`config.mk`:
```
export PLATFORM = sky130hd
export DESIGN_NAME = control_frame_deframer_top_flat
export DESIGN_NICKNAME = d
export VERILOG_FILES = /design/src/design/cfd_pkg.sv /design/src/design/cfd_byte_if.sv /design/src/design/cfd_result_if.sv /design/src/design/control_frame_deframer_top.sv /design/src/design/cfd_parser.sv /design/src/design/cfd_out_skid.sv /design/src/flat_wrapper.sv
export VERILOG_INCLUDE_DIRS = /design/src /design/src/design
export SDC_FILE = /design/constraint.sdc
export NUM_CORES = 1
export LEC_CHECK = 0
export BUFFER_PORTS_ARGS = -buffer_cell sky130_fd_sc_hd__buf_2
export CORE_MARGIN = 10
export CORE_UTILIZATION = 40
export CTS_CLUSTER_DIAMETER = 60
export DETAILED_ROUTE_END_ITERATION = 16
export PLACE_DENSITY_LB_ADDON = 0.2
export SLEW_MARGIN = 20
export SYNTH_ARGS = -nofsm -noshare
export SYNTH_HDL_FRONTEND = slang
export SYNTH_SLANG_ARGS = --single-unit
```
`constraint.sdc`:
```
create_clock -name clk -period 4 [get_ports clk]
set_input_delay 0 -clock clk [delete_from_list [all_inputs] [get_ports clk]]
set_output_delay 0 -clock clk [all_outputs]
set_load 0.03 [all_outputs]
```
`src/design/control_frame_deframer_top_assert.svh`:
```
// ----------------------------------------------------------------------------
// Control frame deframer: assertion macros
// Concurrent checks on the rising edge of clk, disabled while rst_n is low.
// The SYNTH build gets empty bodies.
// ----------------------------------------------------------------------------
`ifndef CONTROL_FRAME_DEFRAMER_TOP_ASSERT_SVH
`define CONTROL_FRAME_DEFRAMER_TOP_ASSERT_SVH

`ifndef SYNTH
// Same-cycle implication
`define CFD_ASSERT_IMPL(label, ante, cons, msg) \
    label: assert property (@(posedge clk) disable iff (!rst_n) (ante) |-> (cons)) \
        else $error(msg);
// Next-cycle implication
`define CFD_ASSERT_NEXT(label, ante, cons, msg) \
    label: assert property (@(posedge clk) disable iff (!rst_n) (ante) |=> (cons)) \
        else $error(msg);
`else
`define CFD_ASSERT_IMPL(label, ante, cons, msg)
`define CFD_ASSERT_NEXT(label, ante, cons, msg)
`endif

`endif

```
`src/design/cfd_pkg.sv`:
```
// ----------------------------------------------------------------------------
// Control frame deframer package
// Shared types, status and role codes, phase codes and framing constants.
// ----------------------------------------------------------------------------
`timescale 1ns / 1ps
`default_nettype none

package cfd_pkg;

    // Configuration port
    localparam int CFG_DATA_W = 31;
    localparam int CFG_IDX_W  = 1;
    localparam logic [CFG_IDX_W-1:0] CFG_HDR_SIZE = 1'd0;
    localparam logic [CFG_IDX_W-1:0] CFG_CATEGORY = 1'd1;

    localparam logic [CFG_DATA_W-1:0] HDR_SIZE_RESET = 31'd16;
    localparam logic [7:0]            CATEGORY_RESET = 8'h31;

    typedef logic [1:0] role_t;
    typedef logic [2:0] status_t;
    typedef logic [2:0] phase_t;

    // Byte roles
    localparam role_t ROLE_HDR   = 2'd0;
    localparam role_t ROLE_CMD   = 2'd1;
    localparam role_t ROLE_PARAM = 2'd2;
    localparam role_t ROLE_TRAIL = 2'd3;

    // Status codes
    localparam status_t ST_OK       = 3'd0;
    localparam status_t ST_MAGIC    = 3'd1;
    localparam status_t ST_HDR_SIZE = 3'd2;
    localparam status_t ST_DATA_SZ  = 3'd3;
    localparam status_t ST_VERSION  = 3'd4;
    localparam status_t ST_RESERVED = 3'd5;
    localparam status_t ST_START    = 3'd6;
    localparam status_t ST_CATEGORY = 3'd7;

    // Parser phases
    localparam phase_t PH_HUNT  = 3'd0;
    localparam phase_t PH_HSIZE = 3'd1;
    localparam phase_t PH_DSIZE = 3'd2;
    localparam phase_t PH_VER   = 3'd3;
    localparam phase_t PH_RSV   = 3'd4;
    localparam phase_t PH_PAY   = 3'd5;

    // Framing constants
    localparam logic [7:0] VERSION_BYTE  = 8'h01;
    localparam logic [7:0] RESERVED_BYTE = 8'h00;
    localparam logic [7:0] START_MARK    = 8'h21;
    localparam logic [7:0] END_MARK      = 8'h1A;

    typedef struct packed {
        logic [7:0] data_byte;
        role_t      role;
        logic       frame_end;
        status_t    status;
    } cfd_result_t;

    // Magic "ISCP" byte at a given position
    function automatic logic [7:0] magic_byte(input logic [1:0] idx);
        logic [7:0] m;
        case (idx)
            2'd0:    m = 8'h49;
            2'd1:    m = 8'h53;
            2'd2:    m = 8'h43;
            default: m = 8'h50;
        endcase
        return m;
    endfunction

endpackage

`default_nettype wire

```
`src/design/cfd_byte_if.sv`:
```
// ----------------------------------------------------------------------------
// Received byte channel
// Valid/ready channel carrying one stream byte per transaction.
// ----------------------------------------------------------------------------
`timescale 1ns / 1ps
`default_nettype none

interface cfd_byte_if;
    logic       valid;
    logic       ready;
    logic [7:0] rx_byte;

    modport source (output valid, output rx_byte, input ready);
    modport sink   (input valid, input rx_byte, output ready);
endinterface

`default_nettype wire

```
`src/design/cfd_result_if.sv`:
```
// ----------------------------------------------------------------------------
// Parse result channel
// Valid/ready channel carrying one tagged byte per transaction.
// ----------------------------------------------------------------------------
`timescale 1ns / 1ps
`default_nettype none

interface cfd_result_if;
    import cfd_pkg::*;

    logic       valid;
    logic       ready;
    logic [7:0] data_byte;
    role_t      role;
    logic       frame_end;
    status_t    status;

    modport source (output valid, output data_byte, output role, output frame_end,
                    output status, input ready);
    modport sink   (input valid, input data_byte, input role, input frame_end,
                    input status, output ready);
endinterface

`default_nettype wire

```
`src/design/control_frame_deframer_top.sv`:
```
// ----------------------------------------------------------------------------
// Control frame deframer
// Parses framed control packets from a received byte stream.
//
// Channels: rx carries one stream byte per transaction (valid/ready); res
// returns one tagged result per byte: the byte echoed, its role (framing,
// command, parameter, trailing), frame_end and a status code. A failed
// header or framing check ends the frame with its status and the parser
// hunts for the magic again from the next byte.
// Configuration: cfg_we writes cfg_wdata to register cfg_index (0 header
// size, 1 device category); write only while idle.
// Each result is registered before it appears on res. Throughput: one
// byte per cycle while the result register has room; the parser updates
// its framing state on every accepted byte.
// Reset: framing returns to the magic hunt, results are dropped, registers
// take header size 16 and category '1'.
// Stall: a two-entry result register keeps rx.ready high until both
// entries are full; then rx.ready drops until res takes a transaction.
// ----------------------------------------------------------------------------
`timescale 1ns / 1ps
`default_nettype none

module control_frame_deframer_top #(
    parameter int MAX_DATA_SIZE = 4096
) (
    input  wire logic                           clk,
    input  wire logic                           rst_n,
    cfd_byte_if.sink                            rx,
    cfd_result_if.source                        res,
    input  wire logic                           cfg_we,
    input  wire logic [cfd_pkg::CFG_IDX_W-1:0]  cfg_index,
    input  wire logic [cfd_pkg::CFG_DATA_W-1:0] cfg_wdata
);
    import cfd_pkg::*;

    logic [CFG_DATA_W-1:0] hdr_size_reg;
    logic [7:0]            category_reg;

    logic        accept_ready;
    logic        res_valid;
    cfd_result_t res_data;

    // Write configuration registers
    always_ff @(posedge clk or negedge rst_n)
    begin
        if (!rst_n)
        begin
            hdr_size_reg <= HDR_SIZE_RESET;
            category_reg <= CATEGORY_RESET;
        end
        else if (cfg_we)
        begin
            case (cfg_index)
                CFG_HDR_SIZE: hdr_size_reg <= cfg_wdata;
                CFG_CATEGORY: category_reg <= cfg_wdata[7:0];
                default:      hdr_size_reg <= hdr_size_reg;
            endcase
        end
    end

    cfd_parser #(
        .MAX_DATA_SIZE (MAX_DATA_SIZE)
    ) u_parser (
        .clk          (clk),
        .rst_n        (rst_n),
        .rx           (rx),
        .accept_ready (accept_ready),
        .hdr_size     (hdr_size_reg),
        .category     (category_reg),
        .res_valid    (res_valid),
        .res_data     (res_data)
    );

    cfd_out_skid u_out (
        .clk      (clk),
        .rst_n    (rst_n),
        .in_valid (res_valid),
        .in_data  (res_data),
        .in_ready (accept_ready),
        .res      (res)
    );

endmodule

`default_nettype wire

```
`src/design/cfd_parser.sv`:
```
// ----------------------------------------------------------------------------
// Control frame deframer: byte parser
// Classifies each accepted byte against the packet layout and advances the
// framing state in the same cycle.
// ----------------------------------------------------------------------------
`timescale 1ns / 1ps
`default_nettype none

module cfd_parser #(
    parameter int MAX_DATA_SIZE = 4096
) (
    input  wire logic                          clk,
    input  wire logic                          rst_n,
    cfd_byte_if.sink                           rx,
    input  wire logic                          accept_ready,
    input  wire logic [cfd_pkg::CFG_DATA_W-1:0] hdr_size,
    input  wire logic [7:0]                    category,
    output      logic                          res_valid,
    output      cfd_pkg::cfd_result_t          res_data
);
    import cfd_pkg::*;

    localparam int POS_W = $clog2(MAX_DATA_SIZE + 1);

    phase_t           phase_reg,  phase_next;
    logic [POS_W-1:0] pos_reg,    pos_next;
    logic [31:0]      shift_reg,  shift_next;
    logic [POS_W-1:0] len_reg,    len_next;
    logic             ended_reg,  ended_next;

    logic        fire;
    logic [7:0]  b;
    logic [31:0] shv;
    logic        last;
    logic        bad;

    assign rx.ready = accept_ready;
    assign fire     = rx.valid & accept_ready;
    assign b        = rx.rx_byte;
    assign shv      = {shift_reg[23:0], b};
    assign last     = ({1'b0, pos_reg} + {{POS_W{1'b0}}, 1'b1}) >= {1'b0, len_reg};

    // Classify the byte and work out the next framing state
    always_comb
    begin
        phase_next = phase_reg;
        pos_next   = pos_reg;
        shift_next = shift_reg;
        len_next   = len_reg;
        ended_next = ended_reg;
        bad        = 1'b0;

        res_data.data_byte = b;
        res_data.role      = ROLE_HDR;
        res_data.frame_end = 1'b0;
        res_data.status    = ST_OK;

        case (phase_reg)
            PH_HUNT:
            begin
                if (b != magic_byte(pos_reg[1:0]))
                begin
                    bad             = 1'b1;
                    res_data.status = ST_MAGIC;
                end
                else if (pos_reg == POS_W'(3))
                begin
                    phase_next = PH_HSIZE;
                    pos_next   = '0;
                    shift_next = '0;
                end
                else
                begin
                    pos_next = pos_reg + POS_W'(1);
                end
            end
            PH_HSIZE:
            begin
                if (pos_reg == POS_W'(3))
                begin
                    if (shv != {1'b0, hdr_size})
                    begin
                        bad             = 1'b1;
                        res_data.status = ST_HDR_SIZE;
                    end
                    else
                    begin
                        phase_next = PH_DSIZE;
                        pos_next   = '0;
                        shift_next = '0;
                    end
                end
                else
                begin
                    shift_next = shv;
                    pos_next   = pos_reg + POS_W'(1);
                end
            end
            PH_DSIZE:
            begin
                if (pos_reg == POS_W'(3))
                begin
                    if (shv[31] || (shv < 32'd2) || (shv > 32'(MAX_DATA_SIZE)))
                    begin
                        bad             = 1'b1;
                        res_data.status = ST_DATA_SZ;
                    end
                    else
                    begin
                        len_next   = shv[POS_W-1:0];
                        phase_next = PH_VER;
                        pos_next   = '0;
                        shift_next = '0;
                    end
                end
                else
                begin
                    shift_next = shv;
                    pos_next   = pos_reg + POS_W'(1);
                end
            end
            PH_VER:
            begin
                if (b != VERSION_BYTE)
                begin
                    bad             = 1'b1;
                    res_data.status = ST_VERSION;
                end
                else
                begin
                    phase_next = PH_RSV;
                    pos_next   = '0;
                end
            end
            PH_RSV:
            begin
                if (b != RESERVED_BYTE)
                begin
                    bad             = 1'b1;
                    res_data.status = ST_RESERVED;
                end
                else if (pos_reg == POS_W'(2))
                begin
                    phase_next = PH_PAY;
                    pos_next   = '0;
                    ended_next = 1'b0;
                end
                else
                begin
                    pos_next = pos_reg + POS_W'(1);
                end
            end
            PH_PAY:
            begin
                if (pos_reg == POS_W'(0))
                begin
                    if (b != START_MARK)
                    begin
                        bad             = 1'b1;
                        res_data.status = ST_START;
                    end
                end
                else if (pos_reg == POS_W'(1))
                begin
                    if (b != category)
                    begin
                        bad             = 1'b1;
                        res_data.status = ST_CATEGORY;
                    end
                end
                else if (pos_reg < POS_W'(5))
                begin
                    res_data.role = ROLE_CMD;
                end
                else if (ended_reg)
                begin
                    res_data.role = ROLE_TRAIL;
                end
                else if (b == END_MARK)
                begin
                    ended_next    = 1'b1;
                    res_data.role = ROLE_TRAIL;
                end
                else
                begin
                    res_data.role = ROLE_PARAM;
                end

                // Close the frame on its last byte, otherwise advance
                if (last)
                begin
                    res_data.frame_end = 1'b1;
                    phase_next         = PH_HUNT;
                    pos_next           = '0;
                    shift_next         = '0;
                    ended_next         = 1'b0;
                end
                else
                begin
                    pos_next = pos_reg + POS_W'(1);
                end
            end
            default:
            begin
                phase_next = PH_HUNT;
                pos_next   = '0;
                shift_next = '0;
                ended_next = 1'b0;
            end
        endcase

        // Any failed check ends the frame and restarts the hunt
        if (bad)
        begin
            res_data.frame_end = 1'b1;
            phase_next         = PH_HUNT;
            pos_next           = '0;
            shift_next         = '0;
            ended_next         = 1'b0;
        end
    end

    assign res_valid = fire;

    // Advance framing state on each accepted transaction
    always_ff @(posedge clk or negedge rst_n)
    begin
        if (!rst_n)
        begin
            phase_reg <= PH_HUNT;
            pos_reg   <= '0;
            shift_reg <= '0;
            len_reg   <= '0;
            ended_reg <= 1'b0;
        end
        else if (fire)
        begin
            phase_reg <= phase_next;
            pos_reg   <= pos_next;
            shift_reg <= shift_next;
            len_reg   <= len_next;
            ended_reg <= ended_next;
        end
    end

endmodule

`default_nettype wire

```
`src/design/cfd_out_skid.sv`:
```
// ----------------------------------------------------------------------------
// Control frame deframer: result register with skid stage
// Registers each result and absorbs one more while the receiver stalls.
// ----------------------------------------------------------------------------
`timescale 1ns / 1ps
`default_nettype none
`include "control_frame_deframer_top_assert.svh"

module cfd_out_skid (
    input  wire logic                 clk,
    input  wire logic                 rst_n,
    input  wire logic                 in_valid,
    input  wire cfd_pkg::cfd_result_t in_data,
    output      logic                 in_ready,
    cfd_result_if.source              res
);
    import cfd_pkg::*;

    logic        main_valid_reg, main_valid_next;
    cfd_result_t main_data_reg,  main_data_next;
    logic        skid_valid_reg, skid_valid_next;
    cfd_result_t skid_data_reg;

    logic out_fire;

    assign in_ready = ~skid_valid_reg;
    assign out_fire = main_valid_reg & res.ready;

    // Decide where the incoming transaction lands
    always_comb
    begin
        main_valid_next = main_valid_reg;
        main_data_next  = main_data_reg;
        skid_valid_next = skid_valid_reg;

        if (skid_valid_reg)
        begin
            if (out_fire)
            begin
                main_data_next  = skid_data_reg;
                skid_valid_next = 1'b0;
            end
        end
        else if (in_valid && (!main_valid_reg || out_fire))
        begin
            main_valid_next = 1'b1;
            main_data_next  = in_data;
        end
        else if (in_valid)
        begin
            skid_valid_next = 1'b1;
        end
        else if (out_fire)
        begin
            main_valid_next = 1'b0;
        end
    end

    // Hold valid flags
    always_ff @(posedge clk or negedge rst_n)
    begin
        if (!rst_n)
        begin
            main_valid_reg <= 1'b0;
            skid_valid_reg <= 1'b0;
        end
        else
        begin
            main_valid_reg <= main_valid_next;
            skid_valid_reg <= skid_valid_next;
        end
    end

    // Hold payloads
    always_ff @(posedge clk)
    begin
        main_data_reg <= main_data_next;
        if (in_valid && in_ready && main_valid_reg && !out_fire)
        begin
            skid_data_reg <= in_data;
        end
    end

    assign res.valid     = main_valid_reg;
    assign res.data_byte = main_data_reg.data_byte;
    assign res.role      = main_data_reg.role;
    assign res.frame_end = main_data_reg.frame_end;
    assign res.status    = main_data_reg.status;

    `CFD_ASSERT_IMPL(a_skid_behind_main, skid_valid_reg, main_valid_reg, "skid full, main empty")
    `CFD_ASSERT_IMPL(a_status_ends_frame, res.valid && (res.status != ST_OK), res.frame_end, "error without frame end")
    `CFD_ASSERT_IMPL(a_tagged_byte_ok, res.valid && (res.role != ROLE_HDR), res.status == ST_OK, "tagged byte with error")
    `CFD_ASSERT_NEXT(a_skid_drains, skid_valid_reg && out_fire, !skid_valid_reg && main_valid_reg, "skid not drained")

endmodule

`default_nettype wire

```
`src/flat_wrapper.sv`:
```
// flat-port wrapper written by rule: the top's interface ports become plain ports
module control_frame_deframer_top_flat import cfd_pkg::*;
#(
    parameter int MAX_DATA_SIZE = 4096
)
  (clk, rst_n, cfg_we, cfg_index, cfg_wdata, rx_valid, rx_rx_byte, rx_ready, res_valid, res_data_byte, res_role, res_frame_end, res_status, res_ready);
  cfd_byte_if rx_i ();
  cfd_result_if res_i ();
  input  wire logic clk;
  input  wire logic rst_n;
  input  wire logic cfg_we;
  input  wire logic [cfd_pkg::CFG_IDX_W-1:0] cfg_index;
  input  wire logic [cfd_pkg::CFG_DATA_W-1:0] cfg_wdata;
  input wire logic [$bits(rx_i.valid)-1:0] rx_valid;
  input wire logic [$bits(rx_i.rx_byte)-1:0] rx_rx_byte;
  output wire logic [$bits(rx_i.ready)-1:0] rx_ready;
  output wire logic [$bits(res_i.valid)-1:0] res_valid;
  output wire logic [$bits(res_i.data_byte)-1:0] res_data_byte;
  output wire logic [$bits(res_i.role)-1:0] res_role;
  output wire logic [$bits(res_i.frame_end)-1:0] res_frame_end;
  output wire logic [$bits(res_i.status)-1:0] res_status;
  input wire logic [$bits(res_i.ready)-1:0] res_ready;
  assign rx_i.valid = rx_valid;
  assign rx_i.rx_byte = rx_rx_byte;
  assign rx_ready = rx_i.ready;
  assign res_valid = res_i.valid;
  assign res_data_byte = res_i.data_byte;
  assign res_role = res_i.role;
  assign res_frame_end = res_i.frame_end;
  assign res_status = res_i.status;
  assign res_i.ready = res_ready;
  control_frame_deframer_top #(.MAX_DATA_SIZE(MAX_DATA_SIZE)) u_core (.clk(clk), .rst_n(rst_n), .rx(rx_i), .res(res_i), .cfg_we(cfg_we), .cfg_index(cfg_index), .cfg_wdata(cfg_wdata));
endmodule
```
==> metrics, run 1 <==
status=complete, no violations; synthesis-stage register bit count=123; CP most frequent cell=o21ai_0; area growth from synthesis to layout=23.02%; post-synthesis compound-gate area fraction=around a tenth; Max FO, Critical Path=14; share of cells above drive strength 1=roughly a quarter; final worst clock skew=roughly 12 ps; Clock Sinks=approximately 120; endpoints failing hold=0; Synth Area in Adders=3.418%; CTS clk-pin slew, worst paths=~60 ps; PostCTS Resize Cnt=0; clk root buf=clkbuf_16; Synth Flop Type=dfrtp_1; first-pass GRT wire length=25.35 mm; hpwl dp=approximately 11 mm; clock share of power=roughly a third; initial antenna violation count=0; power per cell area=607.7 mW/mm^2; Leak=3.479 nW; Worst VDD drop=~0.00037 V; Die Height=around 140 um; Critical Path AT=about 4000 ps; largest net degree at the start of global routing=65; most common cell in the netlist=dfrtp_1; ranking of synthesized cells by area=dfrtp_1 37%, edfxtp_1 14%, mux2_2 9.8%; FMAX=275.6 MHz; H-tree depth=4; Max Cap Viol=0; post-synthesis mux area share=about a tenth; Largest register FFs=31; mean routed wirelength per cell=17.88 um; Synth Area in XOR/XNOR=about 7.5%; total track usage=between 10% and 20%; total gr overflow=0; Comb pwr share=between 20% and 30%; TritonCTS clock tree=done; largest family of logic cells by synthesized area=simple AND/OR/NAND/NOR gates; crit path kind=reg -> reg; row count=45; Worst EP required=about 4400 ps; nature of the critical path endpoint=flip-flop; input/output buffers=60; post-synth cell types=between 60 and 70; starting utilization of the core area=between 40% and 50%; Netlist Area Pre-Place=~0.0062 mm^2; DP Area=around 0.0067 mm^2; Synth Area per Inst=about 11 um^2; async set-reset flop share out of synthesis=77.24%; Worst-Skew Late Latency=420 ps; Post-CTS Setup Bufs=0; final setup fails=0; GPL Wtd Cong=~0.83; critical-path cell list=ha_1, nand4_1, inv_1, nand3_1, or2_2, nand2_1, ha_1, o21ai_0, a21oi_1, o21ai_0, a21oi_1, or4_4, o21ai_0, a21o_1; die area=0.02095 mm^2; Final period util=90.72%; Reg power frac=38.7%; CP startpoint kind=flip-flop; Worst-Margin Slew=898.6 ps; vias in the first global route=4,737; Final ANT Viol Nets=0; worst hold path class=in -> reg; First-pass DRT Iterations=4; sequential share of the synthesized area=51.79%; Slew Limit Fails=0; sw frac=33.95%; Ys Warns=0; total CTS buffers=17; Fill cells=around 1,300; multi-input logic area=between 0.002 and 0.003 mm^2; post-synth top area cell=dfrtp_1; Post-Syn Instances=between 500 and 600; area occupied by registers=~0.0032 mm^2; RSZ-0062 raised after global routing=no; clock buffer depth=2; Vias/cell=approximately 5.3; design area=about 0.0077 mm^2; Psw=1.580 mW; internal power=roughly 3.1 mW; simple-gate share of the synthesized area=about 14%; Post-synth EDFFs=28; synth cell count leaders=91 x dfrtp_1, 56 x nand2_1, 54 x mux2_2; DRC Markers=0; Slowest cell on crit path=or4_4; slowest stage delay, CP=600 ps; diode count=0; initial drt markers=340; Rel. slew slack=around 40%; vias=4,444; Yosys top cell area share=36.59%; syn nets=between 600 and 700; die width=~140 um; setup_tns=0 ps; total routed wirelength=~15 mm; Top Ports=61; core area=roughly 0.015 mm^2; min cycle time layout=3629 ps; # nets final=between 700 and 800
power by group through the flow:
stage                     Sequential, mW  Clock, mW  Combinational, mW
after global placement              1.81          0               1.30
after global routing                1.84       1.59               1.50
after CTS                           1.80       1.52               1.36
after detailed placement            1.82          0               1.32
final                               1.80       1.50               1.35
after floorplan                     1.85          0              0.927
layer usage:
metal | GRT usage (%) | part of all wire [%] | vias up
met4 | 5.904 | 1.5 | 0
met1 | 19.62 | 45 | 2170
li1 | - | - | 2154
met5 | 0 | 0 | -
met3 | 4.400 | 4.5 | 13
met2 | 24.93 | 49 | 107
metrics by stage:
| stage | util (%) | std cells | power [mW] | setup slack (ps) | hold slack, ps |
|---|---|---|---|---|---|
| 6_report | 50.36 | 845 | 4.653 | 371.3 | 19.90 |
| 5_1_grt | 50.36 | 845 | 4.928 | 10.74 | 33.35 |
| 4_1_cts | 50.36 | 845 | 4.690 | 398.4 | 16.56 |
| 3_5_place_dp | 43.88 | 773 | 3.139 | 426.3 | 143.6 |
| 3_3_place_gp | 43.88 | 773 | 3.111 | 522.3 | 139.0 |
| 2_1_floorplan | - | 548 | 2.778 | 724.7 | -295.6 |
layout by cell type, fill, tap and decap left out, drive strengths merged, types with 3 or more instances in the layout:
cell	instances
nand2b	14
edfxtp	28
buf	68
mux2	54
nand2	56
nand3	11
dfrtp	91
clkinv	6
nor2b	3
o31ai	3
xor2	47
nor4	19
inv	23
o211ai	3
dfstp	4
a21oi	16
and3	7
nor2	15
a211o	3
clkbuf	20
or4	3
dlygate4sd3	41
a21o	4
o21ai	23
ha	17
nand4	6
xnor2	6
or2	3
nor3	10
a22o	24
kinds of logic after synthesis:
| group | after synthesis |
|---|---|
| fa+ha+maj | 17 |
| simple gates | 159 |
| flops | 123 |
| buf+inv | 52 |
| mux | 54 |
| xor+xnor | 53 |
| compound gates | 90 |
layout make-up:
cell class | count | share of cell area [%]
timing repair buffer | 109 | 10.10
sequential | 123 | 42.10
inverter | 21 | 1.030
clock buffer | 20 | 5.965
tap | 188 | 3.072
clock inverter | 11 | 1.536
multi-input combinational | 373 | 36.20
path summary, 6_finish.rpt:
path / start / endpoint / slack, ps / depth (start not counted)
max in group asynchronous: rst_n / u_core.u_parser.len_reg[1] / 2830 / 3
min in group asynchronous: rst_n / u_core.hdr_size_reg[23] / 210 / 2
max reg2reg: u_core.u_parser.pos_reg[0] / u_core.u_parser.pos_reg[8] / 370 / 14
min reg2reg: u_core.hdr_size_reg[29] / u_core.hdr_size_reg[29] / 530 / 1
max: u_core.u_parser.pos_reg[0] / u_core.u_parser.pos_reg[8] / 370 / 14
min: rx_rx_byte[1] / u_core.u_out.skid_data_reg[7] / 20 / 2
critical path, delay by kind of cell, from the launching register on:
kind | cells | cell delay [ps]
simple gates | 5 | 1360
fa+ha+maj | 2 | 640
compound gates | 6 | 930
buf+inv | 1 | 130
flops | 1 | 490
what timing repair did:
action                                  CTS  global route
endpoints found under the setup margin    0             0
hold buffers                             41             0
hold endpoints to repair                112             0
Note: power is estimated with default switching activity, not from simulation.
==> inputs of run 2 (changes only) <==
==> constraint.sdc (replaced) <==
create_clock -name clk -period 3.4 [get_ports clk]
set_input_delay 0 -clock clk [delete_from_list [all_inputs] [get_ports clk]]
set_output_delay 0 -clock clk [all_outputs]
set_load 0.03 [all_outputs]
==> run 2 against run 1 <==
Effect of this change:
- sequential share of layout area fell by 0.69 points
- worst hold slack improved by 10 ps
- via count rose by 2.3%
- die area did not move
- sequential power rose by 17%
- sequential cell count did not move
- register-to-register slack got worse by 110 ps
- worst setup slack got worse by 110 ps
- clock power rose by 24%
==> metrics, run 2 (synthesized netlist as in run 1, its figures left out) <==
total CTS buffers=17 (unchanged); diode count=0 (unchanged); Post-CTS Setup Bufs=0 (unchanged); R2R cell count=14 (unchanged); Worst VDD drop=0.0004901 V (was 0.0003707 V); final worst clock skew=6.715 ps (was 11.92 ps); vias=4,547 (was 4,444); most common cell after layout, fill and taps aside=dfrtp_1 (unchanged); Leak=3.541 nW (was 3.479 nW); crit path kind=reg -> reg (unchanged); CP startpoint kind=flip-flop (unchanged); CTS clk-pin slew, worst paths=50 ps (was 60 ps); hpwl dp=10.69 mm (was 10.59 mm); clock share of power=32.9% (was 32.2%); post-placement cell count=782 (was 773); Fill cells=1,338 (was 1,348); Largest register FFs=31 (unchanged); setup_tns=0 ps (unchanged); vias in the first global route=4,811 (was 4,737); Max FO, Critical Path=14 (unchanged); die area=0.02095 mm^2 (unchanged); Tot Pwr=5.640 mW (was 4.653 mW); Vias/cell=5.318 (was 5.259); total gr overflow=0 (unchanged); Psw=1.881 mW (was 1.580 mW); first-pass GRT wire length=25.31 mm (was 25.35 mm); input/output buffers=60 (unchanged); Comb pwr share=29.7% (was 29.1%); Hold Crit Start=rx_rx_byte[1] (unchanged); H-tree depth=4 (unchanged); total routed wirelength=15.42 mm (was 15.11 mm); Final period util=92.26% (was 90.72%); TritonCTS clock tree=done (unchanged); worst hold path class=in -> reg (unchanged); Critical Path AT=3500 ps (was 3980 ps); min cycle time layout=3137 ps (was 3629 ps); Worst EP required=3760 ps (was 4350 ps); initial antenna violation count=0 (unchanged); row count=45 (unchanged); initial drt markers=301 (was 340); die width=144.7 um (unchanged); total track usage=15.67% (was 15.59%); mean routed wirelength per cell=18.04 um (was 17.88 um); Worst-Skew Late Latency=420 ps (about the same); internal power=3.759 mW (was 3.073 mW); starting utilization of the core area=40.94% (unchanged); status=complete, no violations (unchanged); sw frac=33.35% (was 33.95%); fin cells=855 (was 845); final setup fails=0 (unchanged); WHS Endpoint=u_core.u_out.skid_data_reg[7] (unchanged); FMAX=318.8 MHz (was 275.6 MHz); most frequent cells in the layout=88 x dfrtp_1, 59 x buf_2, 56 x nand2_1 (was 91 x dfrtp_1, 59 x buf_2, 56 x nand2_1); Clock Sinks=123 (unchanged); clk root buf=clkbuf_16 (unchanged); RSZ-0062 raised after global routing=no (unchanged); FF-to-FF End=u_core.u_parser.pos_reg[8] (unchanged); reg-to-reg startpoint=u_core.u_parser.pos_reg[3] (was u_core.u_parser.pos_reg[0]); Worst-Margin Slew=980.2 ps (was 898.6 ps); nature of the critical path endpoint=flip-flop (unchanged); largest net degree at the start of global routing=74 (was 65); Rel. slew slack=34.65% (was 40.09%); DRC Markers=0 (unchanged); Slew Limit Fails=0 (unchanged); Hold Path Cell Cnt=2 (unchanged); # nets final=716 (was 707); Top Ports=61 (unchanged); Reg power frac=37.4% (was 38.7%); Final ANT Viol Nets=0 (unchanged); First-pass DRT Iterations=5 (was 4); GPL Wtd Cong=0.9245 (was 0.8343); R2R Setup Slk=260 ps (was 370 ps); area growth from synthesis to layout=25.21% (was 23.02%); power per cell area=723.8 mW/mm^2 (was 607.7 mW/mm^2); core area=0.01520 mm^2 (unchanged); endpoints failing hold=0 (unchanged); Die Height=144.7 um (unchanged); Max Cap Viol=0 (unchanged); share of cells above drive strength 1=27.29% (was 25.72%); clock buffer depth=2 (unchanged)
## run 2: worst max path at each step
stage,from,to,slack (ps),depth (start not counted)
after floorplan,u_core.u_parser.pos_reg[0],u_core.u_parser.pos_reg[8],120,16
after global placement,u_core.u_parser.pos_reg[0],u_core.u_parser.pos_reg[8],230,12
after detailed placement,u_core.u_parser.pos_reg[3],u_core.u_parser.pos_reg[8],190,14
after CTS,u_core.u_parser.pos_reg[3],u_core.u_parser.pos_reg[8],70,14
after global routing,u_core.u_parser.pos_reg[5],u_core.u_parser.pos_reg[8],50,14
final,u_core.u_parser.pos_reg[3],u_core.u_parser.pos_reg[8],260,14
## run 2: layer usage
| metal | share of wire [%] | GRT usage [%] | vias to the layer above |
|---|---|---|---|
| met2 | 48 | 24.45 | 97 |
| li1 | - | - | 2169 |
| met5 | 0 | 0 | - |
| met4 | 1.5 | 5.319 | 0 |
| met1 | 46 | 20.21 | 2263 |
| met3 | 4.8 | 4.791 | 18 |
## run 2: power by group through the flow
| stage | clock network (mW) | logic [mW] | registers, mW |
|---|---|---|---|
| floorplan | 0 | 1.09 | 2.18 |
| global placement | 0 | 1.61 | 2.12 |
| detailed placement | 0 | 1.63 | 2.13 |
| CTS | 1.89 | 1.68 | 2.11 |
| global route | 1.96 | 1.85 | 2.15 |
| finish | 1.86 | 1.67 | 2.11 |
## run 2: area by class of cell
class	instances	area (um^2)	area share, %
clock buffers	26	551.8	7.081
clock inverters	6	70.07	0.8992
inverters	21	78.83	1.012
multi-input cells	373	2776	35.63
flip-flops and latches	123	3227	41.41
well taps	188	235.2	3.019
repair buffers	118	853.3	10.95
## run 2: metrics by stage
step                      hold slack, ps  util, %  area [um^2]  setup slack, ps
final                              30.27    51.26         7792            263.2
after detailed placement           197.2    44.41         6751            187.8
after global placement             190.8    44.41         6751            233.5
after CTS                          6.707    51.20         7784            70.30
after floorplan                   -295.6        -         6223            124.7
after global routing               27.96    51.26         7792            45.11
## run 2: what timing repair did
item	4_1_cts	5_1_grt
hold buffers	41	0
endpoints found under the hold margin	125	0
setup endpoints to repair	0	38
gates resized for setup	0	6
## run 2: critical path, cell delays in order, from the launching register on
cell	delay, ps
dfrtp_2	430
and4_1	240
nand4_1	120
inv_1	90
nand3_1	120
or2_2	320
nand2_1	80
ha_1	230
o21ai_0	180
a21oi_1	70
o21ai_1	220
a21oi_1	110
or4_4	590
o21ai_1	150
a21o_1	120
==> inputs of run 3 (changes only) <==
--- a/config.mk
+++ b/config.mk
@@ -8,7 +8,7 @@
 export LEC_CHECK = 0
 export BUFFER_PORTS_ARGS = -buffer_cell sky130_fd_sc_hd__buf_2
 export CORE_MARGIN = 10
-export CORE_UTILIZATION = 40
+export CORE_UTILIZATION = 55
 export CTS_CLUSTER_DIAMETER = 60
 export DETAILED_ROUTE_END_ITERATION = 16
 export PLACE_DENSITY_LB_ADDON = 0.2
==> constraint.sdc (replaced) <==
create_clock -name clk -period 3.8 [get_ports clk]
set_input_delay 0 -clock clk [delete_from_list [all_inputs] [get_ports clk]]
set_output_delay 0 -clock clk [all_outputs]
set_load 0.03 [all_outputs]
==> run 3 against run 2 <==
Effect of this change:
- routed wire length up 0.55%
- worst hold slack lost 21 ps
- combinational power decreased by 13%
- clock power down 10%
- sequential cell count unchanged
- sequential power is 10% lower
- via count increased by 2.2%
- maximum frequency decreased by 8.8%
- sequential share of layout area grew 0.72 points
- count of clock-buffer cells in the layout fell by 7
- first-iteration DRC count is 43% higher
- total power fell by 11%
==> metrics, run 3 (synthesized netlist as in run 1, its figures left out) <==
Clock Sinks=123 (unchanged); TritonCTS clock tree=done (unchanged); Final period util=90.49% (was 92.26%); first-pass GRT wire length=25.50 mm (was 25.31 mm); worst hold path class=in -> reg (unchanged); endpoints failing hold=0 (unchanged); Worst EP required=4160 ps (was 3760 ps); DRC Markers=0 (unchanged); Tot Pwr=5.040 mW (was 5.640 mW); most common cell after layout, fill and taps aside=dfrtp_1 (unchanged); CTS clk-pin slew, worst paths=50 ps (about the same); clk root buf=clkbuf_16 (unchanged); Max Cap Viol=0 (unchanged); # nets final=708 (was 716); Hold Path Cell Cnt=1 (was 2); row count=38 (was 45); core area=0.01094 mm^2 (was 0.01520 mm^2); total CTS buffers=17 (unchanged); GPL Wtd Cong=0.9016 (was 0.9245); fin cells=800 (was 855); input/output buffers=60 (unchanged); total routed wirelength=15.51 mm (was 15.42 mm); total gr overflow=0 (unchanged); Leak=3.498 nW (was 3.541 nW); design area=0.007650 mm^2 (was 0.007792 mm^2); power per cell area=658.9 mW/mm^2 (was 723.8 mW/mm^2); total track usage=19.75% (was 15.67%); share of cells above drive strength 1=26.10% (was 27.29%); Max FO, Critical Path=14 (unchanged); R2R cell count=11 (was 14); final setup margin=361.6 ps (was 263.2 ps); status=complete, no violations (unchanged); clock buffer depth=2 (unchanged); Fill cells=799 (was 1,338); hpwl dp=10.39 mm (was 10.69 mm); DP Area=0.006619 mm^2 (was 0.006751 mm^2); Final ANT Viol Nets=0 (unchanged); final setup fails=0 (unchanged); CP startpoint kind=flip-flop (unchanged); vias=4,647 (was 4,547); setup_tns=0 ps (unchanged); initial drt markers=431 (was 301); Worst-Margin Slew=916.7 ps (was 980.2 ps); RSZ-0062 raised after global routing=no (unchanged); die area=0.01597 mm^2 (was 0.02095 mm^2); initial antenna violation count=1 (was 0); min cycle time layout=3438 ps (was 3137 ps); area growth from synthesis to layout=22.92% (was 25.21%); starting utilization of the core area=56.91% (was 40.94%); mean routed wirelength per cell=19.38 um (was 18.04 um); vias in the first global route=4,955 (was 4,811); post-placement cell count=726 (was 782); Place WS=414.2 ps (was 187.8 ps); final worst clock skew=8.458 ps (was 6.715 ps); Top Ports=61 (unchanged); die width=126.4 um (was 144.7 um); Critical Path AT=3800 ps (was 3500 ps); H-tree depth=4 (unchanged); Slew Limit Fails=0 (unchanged); Die Height=126.4 um (was 144.7 um); crit path kind=reg -> reg (unchanged); Largest register FFs=31 (unchanged); First-pass DRT Iterations=7 (was 5); nature of the critical path endpoint=flip-flop (unchanged); Worst VDD drop=0.0006077 V (was 0.0004901 V); Rel. slew slack=38.89% (was 34.65%); most frequent cells in the layout=91 x dfrtp_1, 59 x buf_2, 56 x nand2_1 (was 88 x dfrtp_1, 59 x buf_2, 56 x nand2_1); FMAX=290.8 MHz (was 318.8 MHz); Vias/cell=5.809 (was 5.318); Worst-Skew Late Latency=420 ps (about the same); largest net degree at the start of global routing=65 (was 74); PostCTS Resize Cnt=0 (unchanged)
[run 3: changes by cell type in the layout (fill, tap and decap cells not counted), moves of 3 or more]
cell	change
dfrtp_2	-3
buf_4	-7
clkbuf_8	-3
dfrtp_1	+3
[run 3: metrics by stage]
step	hold slack, ps	utilization [%]
2_1_floorplan	-295.6	-
3_3_place_gp	143.0	60.53
3_5_place_dp	151.3	60.53
4_1_cts	4.011	69.93
5_1_grt	2.384	69.95
6_report	9.748	69.95
[run 3: critical path: stages (launching register included)]
cell       delay [ps]
dfrtp_1           490
ha_1              270
buf_4             170
xor2_1            180
ha_1              220
a2111oi_0         430
o21ai_0           220
a211oi_1          350
a21oi_1           120
or4_4             590
o21ai_0           210
a21o_1            130
[run 3: per-layer routing]
metal | up-vias | global-route usage (%) | wire length, um | part of all wire, %
met3 | 17 | 6.456 | 970 | 6.3
met2 | 153 | 33.11 | 7834 | 51
met4 | 0 | 5.760 | 196 | 1.3
met1 | 2309 | 23.70 | 6503 | 42
li1 | 2168 | - | - | -
met5 | - | 0 | 0 | 0
[run 3: cell type report]
type | instances | area (um^2) | area share [%]
inverters | 21 | 78.83 | 1.030
multi-input cells | 373 | 2771 | 36.23
clock buffers | 19 | 452.9 | 5.921
repair buffers | 110 | 780.7 | 10.21
flip-flops and latches | 123 | 3223 | 42.13
clock inverters | 13 | 165.2 | 2.159
well taps | 140 | 175.2 | 2.290
diodes | 1 | 2.502 | 0.03271
[run 3: where the power goes]
part           internal [mW]  total, mW  switching (mW)
Clock                   1.07       1.67           0.603
Combinational          0.601       1.46           0.862
Sequential              1.65       1.90           0.252
[run 3: final timing paths]
path / start / end / slack (ps)
setup / recovery: u_core.u_parser.pos_reg[0] / u_core.u_parser.pos_reg[8] / 360
hold / removal: rx_rx_byte[0] / u_core.u_out.skid_data_reg[6] / 10
setup reg to reg: u_core.u_parser.pos_reg[0] / u_core.u_parser.pos_reg[8] / 360
hold reg to reg: u_core.category_reg[7] / u_core.category_reg[7] / 530
max in group asynchronous: rst_n / u_core.u_out.skid_valid_reg / 2670
min in group asynchronous: rst_n / u_core.hdr_size_reg[15] / 220
[run 3: what timing repair did]
action	4_1_cts	5_1_grt
hold endpoints to repair	114	0
setup buffers	0	0
hold buffers	41	0
